`config.mk`:
```
export PLATFORM = sky130hd
export DESIGN_NAME = countdown_timer_fsm_unit_flat
export DESIGN_NICKNAME = d
export VERILOG_FILES = /design/src/hw/rtl/cdt_pkg.sv /design/src/hw/rtl/cdt_ifs.sv /design/src/hw/rtl/cdt_display.sv /design/src/hw/rtl/countdown_timer_fsm_unit.sv /design/src/flat_wrapper.sv
export SDC_FILE = /design/constraint.sdc
export NUM_CORES = 1
export LEC_CHECK = 0
export ABC_AREA = 1
export BUFFER_PORTS_ARGS = -buffer_cell sky130_fd_sc_hd__buf_2
export CORE_UTILIZATION = 50
export CTS_BUF_LIST = sky130_fd_sc_hd__clkbuf_2 sky130_fd_sc_hd__clkbuf_4 sky130_fd_sc_hd__clkbuf_8
export DETAILED_ROUTE_END_ITERATION = 10
export GPL_TIMING_DRIVEN = 0
export PLACE_DENSITY = 0.69
export REMOVE_ABC_BUFFERS = 1
export SLEW_MARGIN = 20
export SYNTH_ARGS = -nofsm -noshare
export SYNTH_HDL_FRONTEND = slang
export SYNTH_SLANG_ARGS = --single-unit
```
`constraint.sdc`:
```
create_clock -name clock -period 15.79 [get_ports clock]
set_clock_uncertainty 0.05 [all_clocks]
set_input_delay 2.3685 -clock clock [delete_from_list [all_inputs] [get_ports clock]]
set_output_delay 2.3685 -clock clock [all_outputs]
set_load 0.01 [all_outputs]
```
`src/hw/rtl/cdt_pkg.sv`:
```
// ----------------------------------------------------------------------------
// Countdown timer package
// Shared types, codes and constants of the countdown timer block.
// ----------------------------------------------------------------------------
package cdt_pkg;

   // Widths of the time values and of the interface fields
   localparam int SEC_W      = 14;
   localparam int CMD_W      = 3;
   localparam int DELTA_W    = 16;
   localparam int MODE_W     = 2;
   localparam int MIN_W      = 8;
   localparam int SEC_PART_W = 6;
   localparam int CSR_IDX_W  = 2;

   // Reset values of the configuration registers
   localparam logic [SEC_W-1:0] DEFAULT_RESET = SEC_W'(300);
   localparam logic [SEC_W-1:0] MIN_RESET     = SEC_W'(0);
   localparam logic [SEC_W-1:0] MAX_RESET     = SEC_W'(5999);

   // Timer modes
   typedef enum logic [MODE_W-1:0] {
      MODE_SETTING   = 2'd0,
      MODE_RUNNING   = 2'd1,
      MODE_PAUSED    = 2'd2,
      MODE_COMPLETED = 2'd3
   } mode_type;

   // Command codes
   typedef enum logic [CMD_W-1:0] {
      CMD_TICK   = 3'd0,
      CMD_START  = 3'd1,
      CMD_PAUSE  = 3'd2,
      CMD_RESUME = 3'd3,
      CMD_RESET  = 3'd4,
      CMD_ADJUST = 3'd5
   } cmd_type;

   // Configuration register indexes
   typedef enum logic [CSR_IDX_W-1:0] {
      CSR_DEFAULT = 2'd0,
      CSR_MIN     = 2'd1,
      CSR_MAX     = 2'd2
   } csr_idx_type;

endpackage

```
`src/hw/rtl/cdt_ifs.sv`:
```
// ----------------------------------------------------------------------------
// Countdown timer channels
// Valid/ready channels for commands, results and register writes.
// ----------------------------------------------------------------------------

// Command channel
interface cdt_req_if;
   logic                                 valid;
   logic                                 ready;
   logic [cdt_pkg::CMD_W-1:0]            cmd;
   logic signed [cdt_pkg::DELTA_W-1:0]   delta;

   modport source (output valid, output cmd, output delta, input ready);
   modport sink (input valid, input cmd, input delta, output ready);
endinterface

// Result channel
interface cdt_rsp_if;
   logic                                 valid;
   logic                                 ready;
   logic [cdt_pkg::MODE_W-1:0]           mode;
   logic [cdt_pkg::MODE_W-1:0]           prev_mode;
   logic [cdt_pkg::SEC_W-1:0]            shown_seconds;
   logic [cdt_pkg::SEC_W-1:0]            preset_seconds;
   logic [cdt_pkg::MIN_W-1:0]            shown_minutes;
   logic [cdt_pkg::SEC_PART_W-1:0]       shown_sec_part;
   logic                                 rejected;
   logic                                 finished_now;

   modport source (output valid, output mode, output prev_mode, output shown_seconds,
                   output preset_seconds, output shown_minutes, output shown_sec_part,
                   output rejected, output finished_now, input ready);
   modport sink (input valid, input mode, input prev_mode, input shown_seconds,
                 input preset_seconds, input shown_minutes, input shown_sec_part,
                 input rejected, input finished_now, output ready);
endinterface

// Register write channel
interface cdt_csr_if;
   logic                                 valid;
   logic                                 ready;
   logic [cdt_pkg::CSR_IDX_W-1:0]        index;
   logic [cdt_pkg::SEC_W-1:0]            data;

   modport source (output valid, output index, output data, input ready);
   modport sink (input valid, input index, input data, output ready);
endinterface

```
`src/hw/rtl/cdt_display.sv`:
```
// ----------------------------------------------------------------------------
// Countdown timer display split
// Splits a seconds count into saturated minutes and the seconds part.
// ----------------------------------------------------------------------------
module cdt_display (
   input  logic [cdt_pkg::SEC_W-1:0]      seconds,
   output logic [cdt_pkg::MIN_W-1:0]      minutes,
   output logic [cdt_pkg::SEC_PART_W-1:0] sec_part
);

   // ceil(2^20 / 60): exact quotient for every 14-bit count
   localparam int RECIP_SHIFT = 20;
   localparam int RECIP_W     = 15;
   localparam logic [RECIP_W-1:0] RECIP = RECIP_W'(17477);
   localparam int PROD_W      = cdt_pkg::SEC_W + RECIP_W;
   localparam int QUOT_W      = PROD_W - RECIP_SHIFT;
   localparam int SIXTY_W     = QUOT_W + 6;

   logic [PROD_W-1:0]  product;
   logic [QUOT_W-1:0]  quotient;
   logic [SIXTY_W-1:0] quot_x60;
   logic [SIXTY_W-1:0] remainder;

   // Divide by sixty through the reciprocal
   assign product  = PROD_W'(seconds) * PROD_W'(RECIP);
   assign quotient = product[PROD_W-1:RECIP_SHIFT];

   // Remainder from the quotient: q*60 = q*64 - q*4
   assign quot_x60  = {quotient, 6'b0} - {4'b0, quotient, 2'b0};
   assign remainder = SIXTY_W'(seconds) - quot_x60;
   assign sec_part  = remainder[cdt_pkg::SEC_PART_W-1:0];

   // Saturate minutes at the top of the field
   always_comb begin
      if (quotient > QUOT_W'(255)) begin
         minutes = '1;
      end else begin
         minutes = quotient[cdt_pkg::MIN_W-1:0];
      end
   end

endmodule

```
`src/hw/rtl/countdown_timer_fsm_unit.sv`:
```
// ----------------------------------------------------------------------------
// Countdown timer unit
// Command-driven countdown timer with setting, running, paused and completed
// modes; one result beat for every command beat.
// ----------------------------------------------------------------------------
// A command beat waits in the command register and moves into the result register
// when the result register is free or draining; a stall on the result side holds
// it in the command register. Throughput: one command per cycle unless the result
// side stalls; the mode and time update is a single pass.
// Reset: mode returns to setting, preset and remaining time load 300 seconds,
// the limit registers load 0 and 5999, and both channel stages empty.
module countdown_timer_fsm_unit (
   input  logic            clock,
   input  logic            reset,
   cdt_req_if.sink         req_chan,
   cdt_rsp_if.source       rsp_chan,
   cdt_csr_if.sink         csr_chan
);

   localparam int SUM_W = cdt_pkg::SEC_W + 4;

   // Configuration registers
   logic [cdt_pkg::SEC_W-1:0] default_ff, min_ff, max_ff;

   // Timer state
   cdt_pkg::mode_type         mode_ff, mode_in;
   logic [cdt_pkg::SEC_W-1:0] preset_ff, preset_in;
   logic [cdt_pkg::SEC_W-1:0] remain_ff, remain_in;

   // Command stage
   logic                               cmd_valid_ff, cmd_valid_in;
   logic [cdt_pkg::CMD_W-1:0]          cmd_ff;
   logic signed [cdt_pkg::DELTA_W-1:0] delta_ff;

   // Result stage
   logic                               rsp_valid_ff, rsp_valid_in;
   logic [cdt_pkg::MODE_W-1:0]         mode_out_ff, prev_out_ff;
   logic [cdt_pkg::SEC_W-1:0]          shown_out_ff, preset_out_ff;
   logic [cdt_pkg::MIN_W-1:0]          minutes_out_ff;
   logic [cdt_pkg::SEC_PART_W-1:0]     sec_part_out_ff;
   logic                               rejected_out_ff, finished_out_ff;

   // Handshake control
   logic rsp_free, advance, take;

   // Update logic
   logic                               rejected, finished;
   logic [cdt_pkg::SEC_W-1:0]          shown;
   logic [cdt_pkg::MIN_W-1:0]          minutes;
   logic [cdt_pkg::SEC_PART_W-1:0]     sec_part;
   logic [cdt_pkg::SEC_W-1:0]          adj_base;
   logic signed [SUM_W-1:0]            adj_sum;
   logic [cdt_pkg::SEC_W-1:0]          adj_value;

   // Move a beat on when the result register is free or being drained
   assign rsp_free       = !rsp_valid_ff || rsp_chan.ready;
   assign advance        = cmd_valid_ff && rsp_free;
   assign req_chan.ready = !cmd_valid_ff || rsp_free;
   assign take           = req_chan.valid && req_chan.ready;
   assign csr_chan.ready = 1'b1;

   assign cmd_valid_in = take ? 1'b1 : (advance ? 1'b0 : cmd_valid_ff);
   assign rsp_valid_in = advance ? 1'b1 : (rsp_chan.ready ? 1'b0 : rsp_valid_ff);

   // Hold configuration, write on a register beat
   always_ff @(posedge clock) begin
      if (reset) begin
         default_ff <= cdt_pkg::DEFAULT_RESET;
         min_ff     <= cdt_pkg::MIN_RESET;
         max_ff     <= cdt_pkg::MAX_RESET;
      end else if (csr_chan.valid && csr_chan.ready) begin
         unique case (cdt_pkg::csr_idx_type'(csr_chan.index))
            cdt_pkg::CSR_DEFAULT: default_ff <= csr_chan.data;
            cdt_pkg::CSR_MIN:     min_ff     <= csr_chan.data;
            cdt_pkg::CSR_MAX:     max_ff     <= csr_chan.data;
            default: begin
            end
         endcase
      end
   end

   // Clamped adjust: lower limit tested first
   assign adj_base = (mode_ff == cdt_pkg::MODE_SETTING) ? preset_ff : remain_ff;
   assign adj_sum  = $signed({4'b0, adj_base}) + SUM_W'(delta_ff);
   always_comb begin
      if (adj_sum < $signed({4'b0, min_ff})) begin
         adj_value = min_ff;
      end else if (adj_sum > $signed({4'b0, max_ff})) begin
         adj_value = max_ff;
      end else begin
         adj_value = adj_sum[cdt_pkg::SEC_W-1:0];
      end
   end

   // Next mode and times for the command in the command register
   always_comb begin
      mode_in   = mode_ff;
      preset_in = preset_ff;
      remain_in = remain_ff;
      rejected  = 1'b0;
      finished  = 1'b0;
      unique case (cdt_pkg::cmd_type'(cmd_ff))
         cdt_pkg::CMD_TICK: begin
            if (mode_ff == cdt_pkg::MODE_RUNNING && remain_ff != '0) begin
               remain_in = remain_ff - cdt_pkg::SEC_W'(1);
               if (remain_ff == cdt_pkg::SEC_W'(1)) begin
                  mode_in  = cdt_pkg::MODE_COMPLETED;
                  finished = 1'b1;
               end
            end
         end
         cdt_pkg::CMD_START: begin
            if (mode_ff == cdt_pkg::MODE_SETTING) begin
               remain_in = preset_ff;
               mode_in   = cdt_pkg::MODE_RUNNING;
            end else begin
               rejected = 1'b1;
            end
         end
         cdt_pkg::CMD_PAUSE: begin
            if (mode_ff == cdt_pkg::MODE_RUNNING) begin
               mode_in = cdt_pkg::MODE_PAUSED;
            end else begin
               rejected = 1'b1;
            end
         end
         cdt_pkg::CMD_RESUME: begin
            if (mode_ff == cdt_pkg::MODE_PAUSED) begin
               mode_in = cdt_pkg::MODE_RUNNING;
            end else begin
               rejected = 1'b1;
            end
         end
         cdt_pkg::CMD_RESET: begin
            mode_in   = cdt_pkg::MODE_SETTING;
            preset_in = default_ff;
            remain_in = default_ff;
         end
         cdt_pkg::CMD_ADJUST: begin
            if (mode_ff == cdt_pkg::MODE_SETTING) begin
               preset_in = adj_value;
            end else if (mode_ff == cdt_pkg::MODE_PAUSED) begin
               remain_in = adj_value;
            end
         end
         default: begin
         end
      endcase
   end

   // Pick the displayed time for the new mode
   always_comb begin
      unique case (mode_in)
         cdt_pkg::MODE_SETTING:   shown = preset_in;
         cdt_pkg::MODE_COMPLETED: shown = '0;
         default:                 shown = remain_in;
      endcase
   end

   cdt_display u_display (
      .seconds  (shown),
      .minutes  (minutes),
      .sec_part (sec_part)
   );

   // Control and state registers
   always_ff @(posedge clock) begin
      if (reset) begin
         cmd_valid_ff <= 1'b0;
         rsp_valid_ff <= 1'b0;
         mode_ff      <= cdt_pkg::MODE_SETTING;
         preset_ff    <= cdt_pkg::DEFAULT_RESET;
         remain_ff    <= cdt_pkg::DEFAULT_RESET;
      end else begin
         cmd_valid_ff <= cmd_valid_in;
         rsp_valid_ff <= rsp_valid_in;
         if (advance) begin
            mode_ff   <= mode_in;
            preset_ff <= preset_in;
            remain_ff <= remain_in;
         end
      end
   end

   // Capture the command beat
   always_ff @(posedge clock) begin
      if (take) begin
         cmd_ff   <= req_chan.cmd;
         delta_ff <= req_chan.delta;
      end
   end

   // Capture the result beat
   always_ff @(posedge clock) begin
      if (advance) begin
         mode_out_ff     <= mode_in;
         prev_out_ff     <= mode_ff;
         shown_out_ff    <= shown;
         preset_out_ff   <= preset_in;
         minutes_out_ff  <= minutes;
         sec_part_out_ff <= sec_part;
         rejected_out_ff <= rejected;
         finished_out_ff <= finished;
      end
   end

   assign rsp_chan.valid          = rsp_valid_ff;
   assign rsp_chan.mode           = mode_out_ff;
   assign rsp_chan.prev_mode      = prev_out_ff;
   assign rsp_chan.shown_seconds  = shown_out_ff;
   assign rsp_chan.preset_seconds = preset_out_ff;
   assign rsp_chan.shown_minutes  = minutes_out_ff;
   assign rsp_chan.shown_sec_part = sec_part_out_ff;
   assign rsp_chan.rejected       = rejected_out_ff;
   assign rsp_chan.finished_now   = finished_out_ff;

endmodule

```
`src/flat_wrapper.sv`:
```
// flat-port wrapper written by rule: the top's interface ports become plain ports
module countdown_timer_fsm_unit_flat 
  (clock, reset, req_chan_valid, req_chan_cmd, req_chan_delta, req_chan_ready, rsp_chan_valid, rsp_chan_mode, rsp_chan_prev_mode, rsp_chan_shown_seconds, rsp_chan_preset_seconds, rsp_chan_shown_minutes, rsp_chan_shown_sec_part, rsp_chan_rejected, rsp_chan_finished_now, rsp_chan_ready, csr_chan_valid, csr_chan_index, csr_chan_data, csr_chan_ready);
  cdt_req_if req_chan_i ();
  cdt_rsp_if rsp_chan_i ();
  cdt_csr_if csr_chan_i ();
  input  logic clock;
  input  logic reset;
  input wire logic [$bits(req_chan_i.valid)-1:0] req_chan_valid;
  input wire logic [$bits(req_chan_i.cmd)-1:0] req_chan_cmd;
  input wire logic [$bits(req_chan_i.delta)-1:0] req_chan_delta;
  output wire logic [$bits(req_chan_i.ready)-1:0] req_chan_ready;
  output wire logic [$bits(rsp_chan_i.valid)-1:0] rsp_chan_valid;
  output wire logic [$bits(rsp_chan_i.mode)-1:0] rsp_chan_mode;
  output wire logic [$bits(rsp_chan_i.prev_mode)-1:0] rsp_chan_prev_mode;
  output wire logic [$bits(rsp_chan_i.shown_seconds)-1:0] rsp_chan_shown_seconds;
  output wire logic [$bits(rsp_chan_i.preset_seconds)-1:0] rsp_chan_preset_seconds;
  output wire logic [$bits(rsp_chan_i.shown_minutes)-1:0] rsp_chan_shown_minutes;
  output wire logic [$bits(rsp_chan_i.shown_sec_part)-1:0] rsp_chan_shown_sec_part;
  output wire logic [$bits(rsp_chan_i.rejected)-1:0] rsp_chan_rejected;
  output wire logic [$bits(rsp_chan_i.finished_now)-1:0] rsp_chan_finished_now;
  input wire logic [$bits(rsp_chan_i.ready)-1:0] rsp_chan_ready;
  input wire logic [$bits(csr_chan_i.valid)-1:0] csr_chan_valid;
  input wire logic [$bits(csr_chan_i.index)-1:0] csr_chan_index;
  input wire logic [$bits(csr_chan_i.data)-1:0] csr_chan_data;
  output wire logic [$bits(csr_chan_i.ready)-1:0] csr_chan_ready;
  assign req_chan_i.valid = req_chan_valid;
  assign req_chan_i.cmd = req_chan_cmd;
  assign req_chan_i.delta = req_chan_delta;
  assign req_chan_ready = req_chan_i.ready;
  assign rsp_chan_valid = rsp_chan_i.valid;
  assign rsp_chan_mode = rsp_chan_i.mode;
  assign rsp_chan_prev_mode = rsp_chan_i.prev_mode;
  assign rsp_chan_shown_seconds = rsp_chan_i.shown_seconds;
  assign rsp_chan_preset_seconds = rsp_chan_i.preset_seconds;
  assign rsp_chan_shown_minutes = rsp_chan_i.shown_minutes;
  assign rsp_chan_shown_sec_part = rsp_chan_i.shown_sec_part;
  assign rsp_chan_rejected = rsp_chan_i.rejected;
  assign rsp_chan_finished_now = rsp_chan_i.finished_now;
  assign rsp_chan_i.ready = rsp_chan_ready;
  assign csr_chan_i.valid = csr_chan_valid;
  assign csr_chan_i.index = csr_chan_index;
  assign csr_chan_i.data = csr_chan_data;
  assign csr_chan_ready = csr_chan_i.ready;
  countdown_timer_fsm_unit u_core (.clock(clock), .reset(reset), .req_chan(req_chan_i), .rsp_chan(rsp_chan_i), .csr_chan(csr_chan_i));
endmodule
```
# == After elaboration in Yosys (flattened, before gate mapping) ==
# Cells that the tools add are included.
# word_totals
regBits,141
inputBits,40
out_inout_bits,51
wordCells,80
# op_classes
addsub,4
multipliers,1
order_cmp,3
n_eq_ne,11
n_mux,25
reduce_logical,18
# ops
operator,count
two-way mux 14 bit,7
case mux 14 bit (2 select lines),2
case mux 14 bit (4 select lines),1
multiplier 14 x 15 -> 29 bit (second input constant),1
> comparator 18 x 15 -> 1 bit,1
less-than comparator 18 x 15 -> 1 bit,1
adder 15 x 16 -> 17 bit,1
== test 14 x 1 -> 1 bit (second input constant),1
nonzero test 14 bit,1
subtractor 14 x 1 -> 14 bit (second input constant),1
two-way mux 2 bit,5
case mux 2 bit (5 select lines),1
> comparator 9 x 8 -> 1 bit (second input constant),1
two-way mux 1 bit,8
AND reduction 2 bit,4
== test 2 bit (second input constant),3
== test 3 x 2 -> 1 bit (second input constant),2
== test 3 bit (second input constant),2
zero test 2 bit,3
subtractor 1 x 6 -> 6 bit (first input constant),1
subtractor 6 bit,1
== test 2 x 1 -> 1 bit (second input constant),2
nonzero test 2 bit,2
== test 3 x 1 -> 1 bit (second input constant),1
5 further kinds,9

# == Logic depth before layout (Yosys ltp) ==
# Gate-level depths: netlist of the first run.
# depth
word_depth,13
ltp_mapped,61
depth_no_buf,58

# == Cells and area by module ==
# Synthesis of the first run repeated with hierarchy kept, for this count alone.
# hier_totals
hier_cells,1546
hier_area_um2,11242.0
# modules_own_cells
module,n_inst,cells_per_inst,area_each_um2,seq_area_each_um2
countdown_timer_fsm_unit,1,1099,8281.7,3493.4
cdt_display,1,447,2960.3,0.0

# == Worst setup path after synthesis of the first run ==
# Ideal clock, no wire load.
# synth_timing
kind,reg2reg
startpoint,register u_core.mode_ff[0]
endpoint,"register u_core.sec_part_out_ff, in the netlist u_core.rsp_chan.shown_sec_part[5] (data pin)"
setup_ps,253
arrival_time_ps,9115
t_required_ps,15487
slack_ps,6371
stages_incl_launch_ff,55
n_path_buf,5
synth_period_minus_slack_ps,9419
path_cell_list,dfxtp_1 nor2_1 buf_2 clkbuf_1 clkbuf_1 nand2_1 o21ai_0 ha_1 nand3_1 nand2_1 nand2_1 nand2_2 a21oi_1 o21ai_0 a31oi_1 xnor2_1 ha_1 nand2_1 (+19 left out) inv_1 fa_1 fa_1 fa_1 ha_1 nand2_1 o21ai_0 a2111oi_0 o21ai_2 xnor2_1 inv_1 ha_1 a21o_1 a21oi_1 nand3b_1 nand2_1 nand2_1 nand2_1
# synth_via
elab_chain_cells,13
word_cells_on_any_way,28
classes_between,add/sub: 3; mul: 1; order compare: 2; eq/ne: 3; mux: 16; reduce/logical: 3
# synth_lines
item,line_no,rtl
start: declaration,countdown_timer_fsm_unit.sv:26,"cdt_pkg::mode_type mode_ff, mode_in;"
start signal: assignment,countdown_timer_fsm_unit.sv:171,mode_ff <= cdt_pkg::MODE_SETTING;
start signal: assignment,countdown_timer_fsm_unit.sv:178,mode_ff <= mode_in;
zero test 2 bit,"countdown_timer_fsm_unit.sv:83, countdown_timer_fsm_unit.sv:113, countdown_timer_fsm_unit.sv:140",
two-way mux 14 bit,"countdown_timer_fsm_unit.sv:83, countdown_timer_fsm_unit.sv:113",
adder 15 x 16 -> 17 bit,countdown_timer_fsm_unit.sv:84,"assign adj_sum = $signed({4'b0, adj_base}) + SUM_W'(delta_ff);"
> comparator 18 x 15 -> 1 bit,countdown_timer_fsm_unit.sv:88,"end else if (adj_sum > $signed({4'b0, max_ff})) begin"
two-way mux 14 bit,countdown_timer_fsm_unit.sv:88,
two-way mux 14 bit,countdown_timer_fsm_unit.sv:86,"if (adj_sum < $signed({4'b0, min_ff})) begin"
two-way mux 14 bit,countdown_timer_fsm_unit.sv:142,end else if (mode_ff == cdt_pkg::MODE_PAUSED) begin
two-way mux 14 bit,countdown_timer_fsm_unit.sv:140,if (mode_ff == cdt_pkg::MODE_SETTING) begin
case mux 14 bit (4 select lines),countdown_timer_fsm_unit.sv:102,unique case (cdt_pkg::cmd_type'(cmd_ff))
case mux 14 bit (2 select lines) *,countdown_timer_fsm_unit.sv:153,unique case (mode_in)
net u_core.shown (one bit),countdown_timer_fsm_unit.sv:48,logic [cdt_pkg::SEC_W-1:0] shown;
multiplier 14 x 15 -> 29 bit *,cdt_display.sv:25,assign product = PROD_W'(seconds) * PROD_W'(RECIP);
net u_core.u_display.product[20],cdt_display.sv:19,logic [PROD_W-1:0] product;
subtractor 1 x 6 -> 6 bit *,cdt_display.sv:29,"assign quot_x60 = {quotient, 6'b0} - {4'b0, quotient, 2'b0};"
subtractor 6 bit *,cdt_display.sv:30,assign remainder = SIXTY_W'(seconds) - quot_x60;
net u_core.sec_part (one bit),countdown_timer_fsm_unit.sv:50,logic [cdt_pkg::SEC_PART_W-1:0] sec_part;
end signal: assignment,countdown_timer_fsm_unit.sv:201,sec_part_out_ff <= sec_part;
end: declaration,countdown_timer_fsm_unit.sv:40,logic [cdt_pkg::SEC_PART_W-1:0] sec_part_out_ff;
# The timed path passes the listed nets; every way through them passes the cells marked *.
# A chain may end at the register's enable or synchronous reset.

# == Final worst setup path of the first run ==
# layout_timing
startpoint,register u_core.mode_ff[0]
endpoint,"register u_core.sec_part_out_ff, in the netlist u_core.rsp_chan.shown_sec_part[5] (data pin)"
# layout_via
word_cells_on_any_way,28
classes_between,add/sub: 3; mul: 1; order compare: 2; eq/ne: 3; mux: 16; reduce/logical: 3
# layout_lines
item,line_no,rtl
zero test 2 bit *,"countdown_timer_fsm_unit.sv:83, countdown_timer_fsm_unit.sv:140",
two-way mux 14 bit,countdown_timer_fsm_unit.sv:83,assign adj_base = (mode_ff == cdt_pkg::MODE_SETTING) ? preset_ff : remain_ff;
adder 15 x 16 -> 17 bit,countdown_timer_fsm_unit.sv:84,
> comparator 18 x 15 -> 1 bit,countdown_timer_fsm_unit.sv:88,
two-way mux 14 bit,countdown_timer_fsm_unit.sv:88,
two-way mux 14 bit,countdown_timer_fsm_unit.sv:86,
two-way mux 14 bit *,countdown_timer_fsm_unit.sv:140,
case mux 14 bit (2 select lines) *,countdown_timer_fsm_unit.sv:102,
net u_core.preset_in (one bit),countdown_timer_fsm_unit.sv:27,"logic [cdt_pkg::SEC_W-1:0] preset_ff, preset_in;"
case mux 14 bit (2 select lines) *,countdown_timer_fsm_unit.sv:153,
net u_core.shown (one bit),countdown_timer_fsm_unit.sv:48,
multiplier 14 x 15 -> 29 bit *,cdt_display.sv:25,
net u_core.u_display.product[20],cdt_display.sv:19,
subtractor 1 x 6 -> 6 bit *,cdt_display.sv:29,
subtractor 6 bit *,cdt_display.sv:30,
net u_core.sec_part (one bit),countdown_timer_fsm_unit.sv:50,
# Marks and branches as above.

==> results.toml, run 1 <==
[route]
wl_met1_um = 13300
wirelength_um = 28000
dr_wl_met3_um = 1880
drc = 0
drt.antenna.violating_nets = 0
dr.pass1.iters = 5
vias_per_cell = 5.56
wl_met2_um = 12200
drt_iter0_drc = 648
dr.max_layer_used = "met4"
num_vias = 9377
wire_per_inst_um = 16.6

[logic_synthesis]
synth_compound_gate_area_share_pct = 18.4
synth_cells = 1334
synth_simple_gate_area_share_pct = 18.8
yosys-top-cells-area = "edfxtp_1, ha_1, dfxtp_1, nand2_1, inv_1"
synth_top_area_share_pct = 18.6
synth-edff-count = 65
synthFlopType = "dfxtp_1"
synthXorXnorAreaFrac_pct = 1.17
syn_avg_cell_area_um2 = 7.87
synth.mux.area_fraction_pct = 0
synth_top_family_by_area = "adder cells"
synth_fa_ha_area_share_pct = 20.3
synth_cell_types = 48
yosys_warnings = 0
syn_area_um2 = 10500
synth.largest_area_cell = "edfxtp_1"
synth-seq-cells = 139
synthArstFlopShare_pct = 0
ys_seq_area_share_pct = 32.7

[timing]
finalCriticalPeriod_ps = 11260
period_share_pct = 71.3
fin_setup_tns_ps = 0
worst_pin_slew_ps = 1020
setup-violations-final = 0
rsz0062_at_grt = "false"
hold_viol_final = 0
slew_headroom_pct = 31.6
fmax_ghz = 0.0888
slew_violations = 0

[floorplan]
initial_core_util_pct = 51.4
die_w_um = 147
dieArea_um2 = 21600
rows = 52
io_pins = 91
fp.coreArea_um2 = 20400
die_y_um = 147

[place]
io_buffer_count = 89
gp_congestion = 0.958
dp_hpwl_um = 21500
dpl-instance-area_um2 = 11200
dp.cells = 1654

[setup_path]
cpMostUsedCell = "nand2_1"
path_delay_family = "adder cells"
path_buf_inv = 4
cp.required_ps = 15950
critPathMaxFanout = 42
crit_arrival_ps = 11430
r2r_end = "u_core.rsp_chan.shown_sec_part[5]$_DFFE_PP_"
reg2reg_from = "u_core.mode_ff[0]$_SDFFE_PP0P_"
cp-start-kind = "register"
crit_type = "register to register"
cp_slowest_cell = "a2111oi_0"
reg2reg_slack_ps = 4530
r2r_cells = 49
crit_path_end_kind = "register"
cpPeakStageDelay_ps = 620

[outcome]
status = "finished, final reports clean"

[power_and_ir_drop]
p_total_mw = 1.46
p_sw_uw = 623
pwr-share-clk_pct = 21.3
total_leakage_power_nw = 5.60
pwr_density_cell_nw_per_um2 = 125
combPwrFrac_pct = 49.0
switching_share_pct = 42.7
ir_worst_vdd_mv = 0.0595
sequentialPowerShare_pct = 29.7
p_int_uw = 837

[cts]
cts_tree = "yes"
clkTransAtPathRegs_ps = 80
clockRootBuffer = "clkbuf_8"
postCtsSetupRepairBufs = 0
cts-htree-levels = 4
post_cts_resized = 0
clk_latency_ps = 460
clock-sinks = 139
cts_buffer_depth = 2
holdBufCountCts = 0
cts_buffers = 17

[layout]
n_antenna_cell = 0
mostFrequentLayoutCell = "nand2_1"
fin_area_um2 = 11600
mostFrequentLayoutCells = "nand2_1, inv_1, ha_1"
nets = 1600
drive_gt1_share_pct = 12.1
final_cell_count_no_fill = 1686
layout-area-overhead-vs-synth_pct = 11.0

[grt]
groute.usage.overall_pct = 26.5
gr-total-overflow = 0
antenna_found_initial = 0
grt_pass1_wl_um = 44400
grt_max_degree = 58
grt_pass1_vias = 8476

[worst_hold_path]
hold_depth = 2
worstHoldPathType = "register to register"
worstHoldEndpoint = "u_core.default_ff[5]$_SDFFE_PP1P_"
min_from = "u_core.default_ff[5]$_SDFFE_PP1P_"

[run]
maxCapViolCount = 0
## cell type report
class,instances,area [um^2]
fillers,1898,8780
multi-input cells,962,6190
flip-flops and latches,139,3430
inverters,186,701
repair buffers,97,566
well taps,270,338
clock buffers,19,249
clock inverters,13,168
## routing by layer
layer,track usage (%),up-vias
li1,-,4710
met1,38.4,4299
met2,40.0,334
met3,4.10,34
met4,8.91,0
met5,0,-
## registers in the layout, summed over array words and instances (netlist names), 3 cells and up
register                        count
u_core.cmd_ff                       3
u_core.rsp_chan.shown_sec_part      6
u_core.rsp_chan.shown_minutes       8
u_core.rsp_chan.shown_seconds      12
u_core.preset_ff                   14
u_core.max_ff                      14
u_core.remain_ff                   14
u_core.min_ff                      14
u_core.default_ff                  14
u_core.rsp_chan.preset_seconds     14
u_core.delta_ff                    16
## cell usage after synthesis, types with 4 or more instances
library cell and number:
a21o_1 4, o22ai_1 11, nand2_2 10, fa_1 22, xnor2_1 5, edfxtp_1 65, nand4_1 19, a21oi_1 127
o211ai_1 45, o21bai_1 4, inv_1 183, nand3_1 50, nand3_2 11, o21ai_0 122, nor3_1 17, nor4_1 5
xor2_1 9, clkbuf_1 39, nor2_1 79, nand2_1 252, dfxtp_1 74, ha_1 135
## kinds of logic (layout without fill, tap and decap cells)
logic type / after synthesis / in the layout
other cells: 1 / 1
compound gates: 337 / 337
buf+inv: 233 / 315
flops: 139 / 139
fa+ha+maj: 157 / 157
xor+xnor: 14 / 14
simple gates: 453 / 453
## worst max-delay path by stage
stage	start	endpoint	cells past startpoint
floorplan	u_core.mode_ff[0]$_SDFFE_PP0P_	u_core.rsp_chan.shown_sec_part[5]$_DFFE_PP_	49
global placement	u_core.mode_ff[0]$_SDFFE_PP0P_	u_core.rsp_chan.shown_sec_part[5]$_DFFE_PP_	47
detailed placement	u_core.mode_ff[0]$_SDFFE_PP0P_	u_core.rsp_chan.shown_sec_part[5]$_DFFE_PP_	49
CTS	u_core.mode_ff[0]$_SDFFE_PP0P_	u_core.rsp_chan.shown_sec_part[5]$_DFFE_PP_	49
global route	u_core.mode_ff[0]$_SDFFE_PP0P_	u_core.rsp_chan.shown_sec_part[5]$_DFFE_PP_	50
finish	u_core.mode_ff[0]$_SDFFE_PP0P_	u_core.rsp_chan.shown_sec_part[5]$_DFFE_PP_	49
## worst reg2reg max path, delay by kind of cell, from the launching register on
| kind | cells | cell delay (ps) |
|---|---|---|
| adders and majority gates | 9 | 3520 |
| AOI/OAI and AO/OA | 15 | 3160 |
| and+or+nand+nor | 19 | 2560 |
| xor gates and xnor gates | 2 | 690 |
| buffers and inverters | 4 | 660 |
| DFF | 1 | 400 |
## power by group through the flow
stage          Combinational, mW  Sequential (mW)  Clock [mW]
2_1_floorplan              0.500            0.445           0
3_3_place_gp               0.681            0.442           0
6_report                   0.715            0.433       0.311
5_1_grt                    0.817            0.437       0.330
4_1_cts                    0.710            0.433       0.317
3_5_place_dp               0.699            0.441           0
## through the flow
stage | util [%] | setup WS, ps | hold slack [ps]
floorplan | - | 5160 | 379
global placement | 54.2 | 2110 | 392
detailed placement | 54.9 | 4840 | 396
CTS | 57.0 | 4700 | 417
global route | 57.0 | 3780 | 438
finish | 57.0 | 4530 | 413
Note: power is estimated with default switching activity, not from simulation.
==> run 2: changes to the inputs <==
--- a/config.mk
+++ b/config.mk
@@ -5,13 +5,13 @@
 export SDC_FILE = /design/constraint.sdc
 export NUM_CORES = 1
 export LEC_CHECK = 0
-export ABC_AREA = 1
+export ABC_AREA = 0
 export BUFFER_PORTS_ARGS = -buffer_cell sky130_fd_sc_hd__buf_2
 export CORE_UTILIZATION = 50
 export CTS_BUF_LIST = sky130_fd_sc_hd__clkbuf_2 sky130_fd_sc_hd__clkbuf_4 sky130_fd_sc_hd__clkbuf_8
 export DETAILED_ROUTE_END_ITERATION = 10
 export GPL_TIMING_DRIVEN = 0
-export PLACE_DENSITY = 0.69
+export PLACE_DENSITY = 0.71
 export REMOVE_ABC_BUFFERS = 1
 export SLEW_MARGIN = 20
 export SYNTH_ARGS = -nofsm -noshare
==> constraint.sdc (replaced) <==
create_clock -name clock -period 9.7 [get_ports clock]
set_clock_uncertainty 0.05 [all_clocks]
set_input_delay 1.455 -clock clock [delete_from_list [all_inputs] [get_ports clock]]
set_output_delay 1.455 -clock clock [all_outputs]
set_load 0.01 [all_outputs]
==> results.toml, run 2 <==
[outcome]
status = "complete, but fails checks"
violations = "negative setup slack"

[worst_hold_path]
min_from = "u_core.min_ff[11]$_SDFFE_PP0P_"
hold_depth = 2
worstHoldPathType = "register to register"
worstHoldEndpoint = "u_core.min_ff[11]$_SDFFE_PP0P_"

[setup_path]
crit_path_end_kind = "register"
reg2reg_slack_ps = -810
r2r_cells = 48
cp-start-kind = "register"
cpPeakStageDelay_ps = 560
cp_slowest_cell = "or4_4"
crit_arrival_ps = 10680
r2r_end = "u_core.rsp_chan.shown_sec_part[5]$_DFFE_PP_"
critPathMaxFanout = 7
reg2reg_from = "u_core.mode_ff[0]$_SDFFE_PP0P_"
cp.required_ps = 9870
crit_type = "register to register"

[cts]
cts_buffer_depth = 2
clk_latency_ps = 480
clockRootBuffer = "clkbuf_8"
clock-sinks = 139
cts_tree = "yes"
cts-htree-levels = 4
clkTransAtPathRegs_ps = 90
cts_buffers = 17
holdBufCountCts = 0

[layout]
mostFrequentLayoutCell = "nand2_1"
fin_area_um2 = 12900
top_register = "u_core.delta_ff"
mostFrequentLayoutCells = "nand2_1, ha_1, a21oi_1"
layout-area-overhead-vs-synth_pct = 23.4
num-fill-cells = 1629
largest_register_ffs = 16
final_cell_count_no_fill = 1564
fin_util_pct = 63.2
n_antenna_cell = 0
drive_gt1_share_pct = 28.1
nets = 1478

[floorplan]
fp.coreArea_um2 = 20400
io_pins = 91
die_w_um = 146
dieArea_um2 = 21400
rows = 52
die_y_um = 146
initial_core_util_pct = 51.2

[timing]
slew_headroom_pct = 27.9
setup_slack_ps = -808
slew_violations = 0
fmax_ghz = 0.0952
worst_pin_slew_ps = 1070
period_share_pct = 108
hold_viol_final = 0
setup-violations-final = 11
finalCriticalPeriod_ps = 10510
fin_setup_tns_ps = -3510
rsz0062_at_grt = "true"

[route]
drt_iter0_drc = 860
wire_per_inst_um = 20.0
vias_per_cell = 6.05
num_vias = 9465
drc = 0
dr.pass1.iters = 5
wirelength_um = 31300
drt.antenna.violating_nets = 0

[logic_synthesis]
syn_avg_cell_area_um2 = 9.05
synth_top_area_share_pct = 18.7
synth_cells = 1152
synth-edff-count = 65
ys_seq_area_share_pct = 32.9
synth_simple_gate_area_share_pct = 16.1
synth_compound_gate_area_share_pct = 20.3
synth_fa_ha_area_share_pct = 20.4
yosys_warnings = 0
synth_cell_types = 87
synth.largest_area_cell = "edfxtp_1"
synth-seq-cells = 139
synthArstFlopShare_pct = 0
ys_top_cells_by_count = "nand2_1, ha_1, a21oi_1"
synth.mux.area_fraction_pct = 2.57
synthXorXnorAreaFrac_pct = 2.48
synthFlopType = "dfxtp_1"
yosys-top-cells-area = "edfxtp_1, ha_1, dfxtp_1, nand2_1, a21oi_1"
synth_most_common_cell = "nand2_1"
synth_top_family_by_area = "adder cells"
syn_area_um2 = 10400

[power_and_ir_drop]
combPwrFrac_pct = 40.5
p_int_mw = 1.31
sequentialPowerShare_pct = 33.2
pwr_density_cell_nw_per_um2 = 159
p_sw_uw = 741
pwr-share-clk_pct = 26.3
total_leakage_power_nw = 5.42
ir_worst_vdd_mv = 0.113
switching_share_pct = 36.1

[place]
dp_hpwl_um = 19900
gp_congestion = 0.955
dp.cells = 1455
dpl-instance-area_um2 = 11000
io_buffer_count = 89

[grt]
groute.usage.overall_pct = 28.8
gr-total-overflow = 0
use_met1_pct = 39.5
met2_usage_pct = 43.9
busiest_layer = "met2"
met3_usage_pct = 5.03
grt_pass1_vias = 8825
grt_pass1_wl_um = 47600
antenna_found_initial = 0
grt_max_degree = 79

[run]
maxCapViolCount = 0
run 2: repair_timing:
action / 4_1_cts / 5_1_grt
cloned: 1 / 0
hold endpoints to repair: 0 / 0
setup endpoints to repair: 12 / 12
buffers inserted: 56 / 23
pin swaps: 70 / 40
gates resized for setup: 126 / 56
run 2: worst max-delay path by stage:
stage	startpoint	to	cells past startpoint
floorplan	u_core.mode_ff[1]$_SDFFE_PP0P_	u_core.rsp_chan.shown_sec_part[5]$_DFFE_PP_	45
detailed placement	u_core.mode_ff[0]$_SDFFE_PP0P_	u_core.rsp_chan.shown_sec_part[5]$_DFFE_PP_	45
finish	u_core.mode_ff[0]$_SDFFE_PP0P_	u_core.rsp_chan.shown_sec_part[5]$_DFFE_PP_	48
CTS	u_core.mode_ff[1]$_SDFFE_PP0P_	u_core.rsp_chan.shown_sec_part[5]$_DFFE_PP_	46
global placement	u_core.mode_ff[0]$_SDFFE_PP0P_	u_core.rsp_chan.shown_sec_part[5]$_DFFE_PP_	45
global route	u_core.mode_ff[0]$_SDFFE_PP0P_	u_core.rsp_chan.shown_sec_part[5]$_DFFE_PP_	48
run 2: per-layer routing:
layer,vias to the layer above,wire length (um)
met5,-,0
met4,0,1400
met3,108,2420
met2,486,14000
met1,4462,13400
li1,4409,-
run 2: layout make-up:
type / instances / area [um^2] / share of cell area, %
Tap cell: 270 / 338 / 2.62
Clock inverter: 13 / 191 / 1.49
Inverter: 75 / 287 / 2.23
Timing Repair Buffer: 167 / 1130 / 8.75
Sequential cell: 139 / 3440 / 26.7
Multi-Input combinational cell: 881 / 7240 / 56.3
Clock buffer: 19 / 249 / 1.93
run 2: cells by family after synthesis:
| group | after synthesis |
|---|---|
| flops | 139 |
| other cells | 1 |
| compound gates | 315 |
| simple gates | 354 |
| xor+xnor | 28 |
| mux | 25 |
| fa+ha+maj | 157 |
| buf+inv | 133 |
run 2: metrics by stage:
stage | total power [mW] | hold WS [ps] | setup WS (ps)
floorplan | 1.10 | 380 | -1130
global placement | 1.26 | 393 | -3880
detailed placement | 1.28 | 402 | -3010
CTS | 1.93 | 414 | -436
global route | 2.16 | 435 | -1150
finish | 2.05 | 413 | -808
run 2: worst max-delay path: cells and delay by family, from the launching register on:
kind,cells,cell delay [ps]
AND/OR/NAND/NOR,12,1800
flip-flops,1,390
multiplexers,1,340
AO/OA/AOI/OAI,18,3230
buffers and inverters,6,940
adder cells (fa/ha/maj),8,2910
XOR/XNOR,3,600
run 2: power groups by stage:
stage / registers (mW) / clock network [mW] / logic [mW]
2_1_floorplan: 0.698 / 0 / 0.407
3_3_place_gp: 0.697 / 0 / 0.562
3_5_place_dp: 0.696 / 0 / 0.583
4_1_cts: 0.683 / 0.541 / 0.704
5_1_grt: 0.686 / 0.568 / 0.908
6_report: 0.682 / 0.539 / 0.831
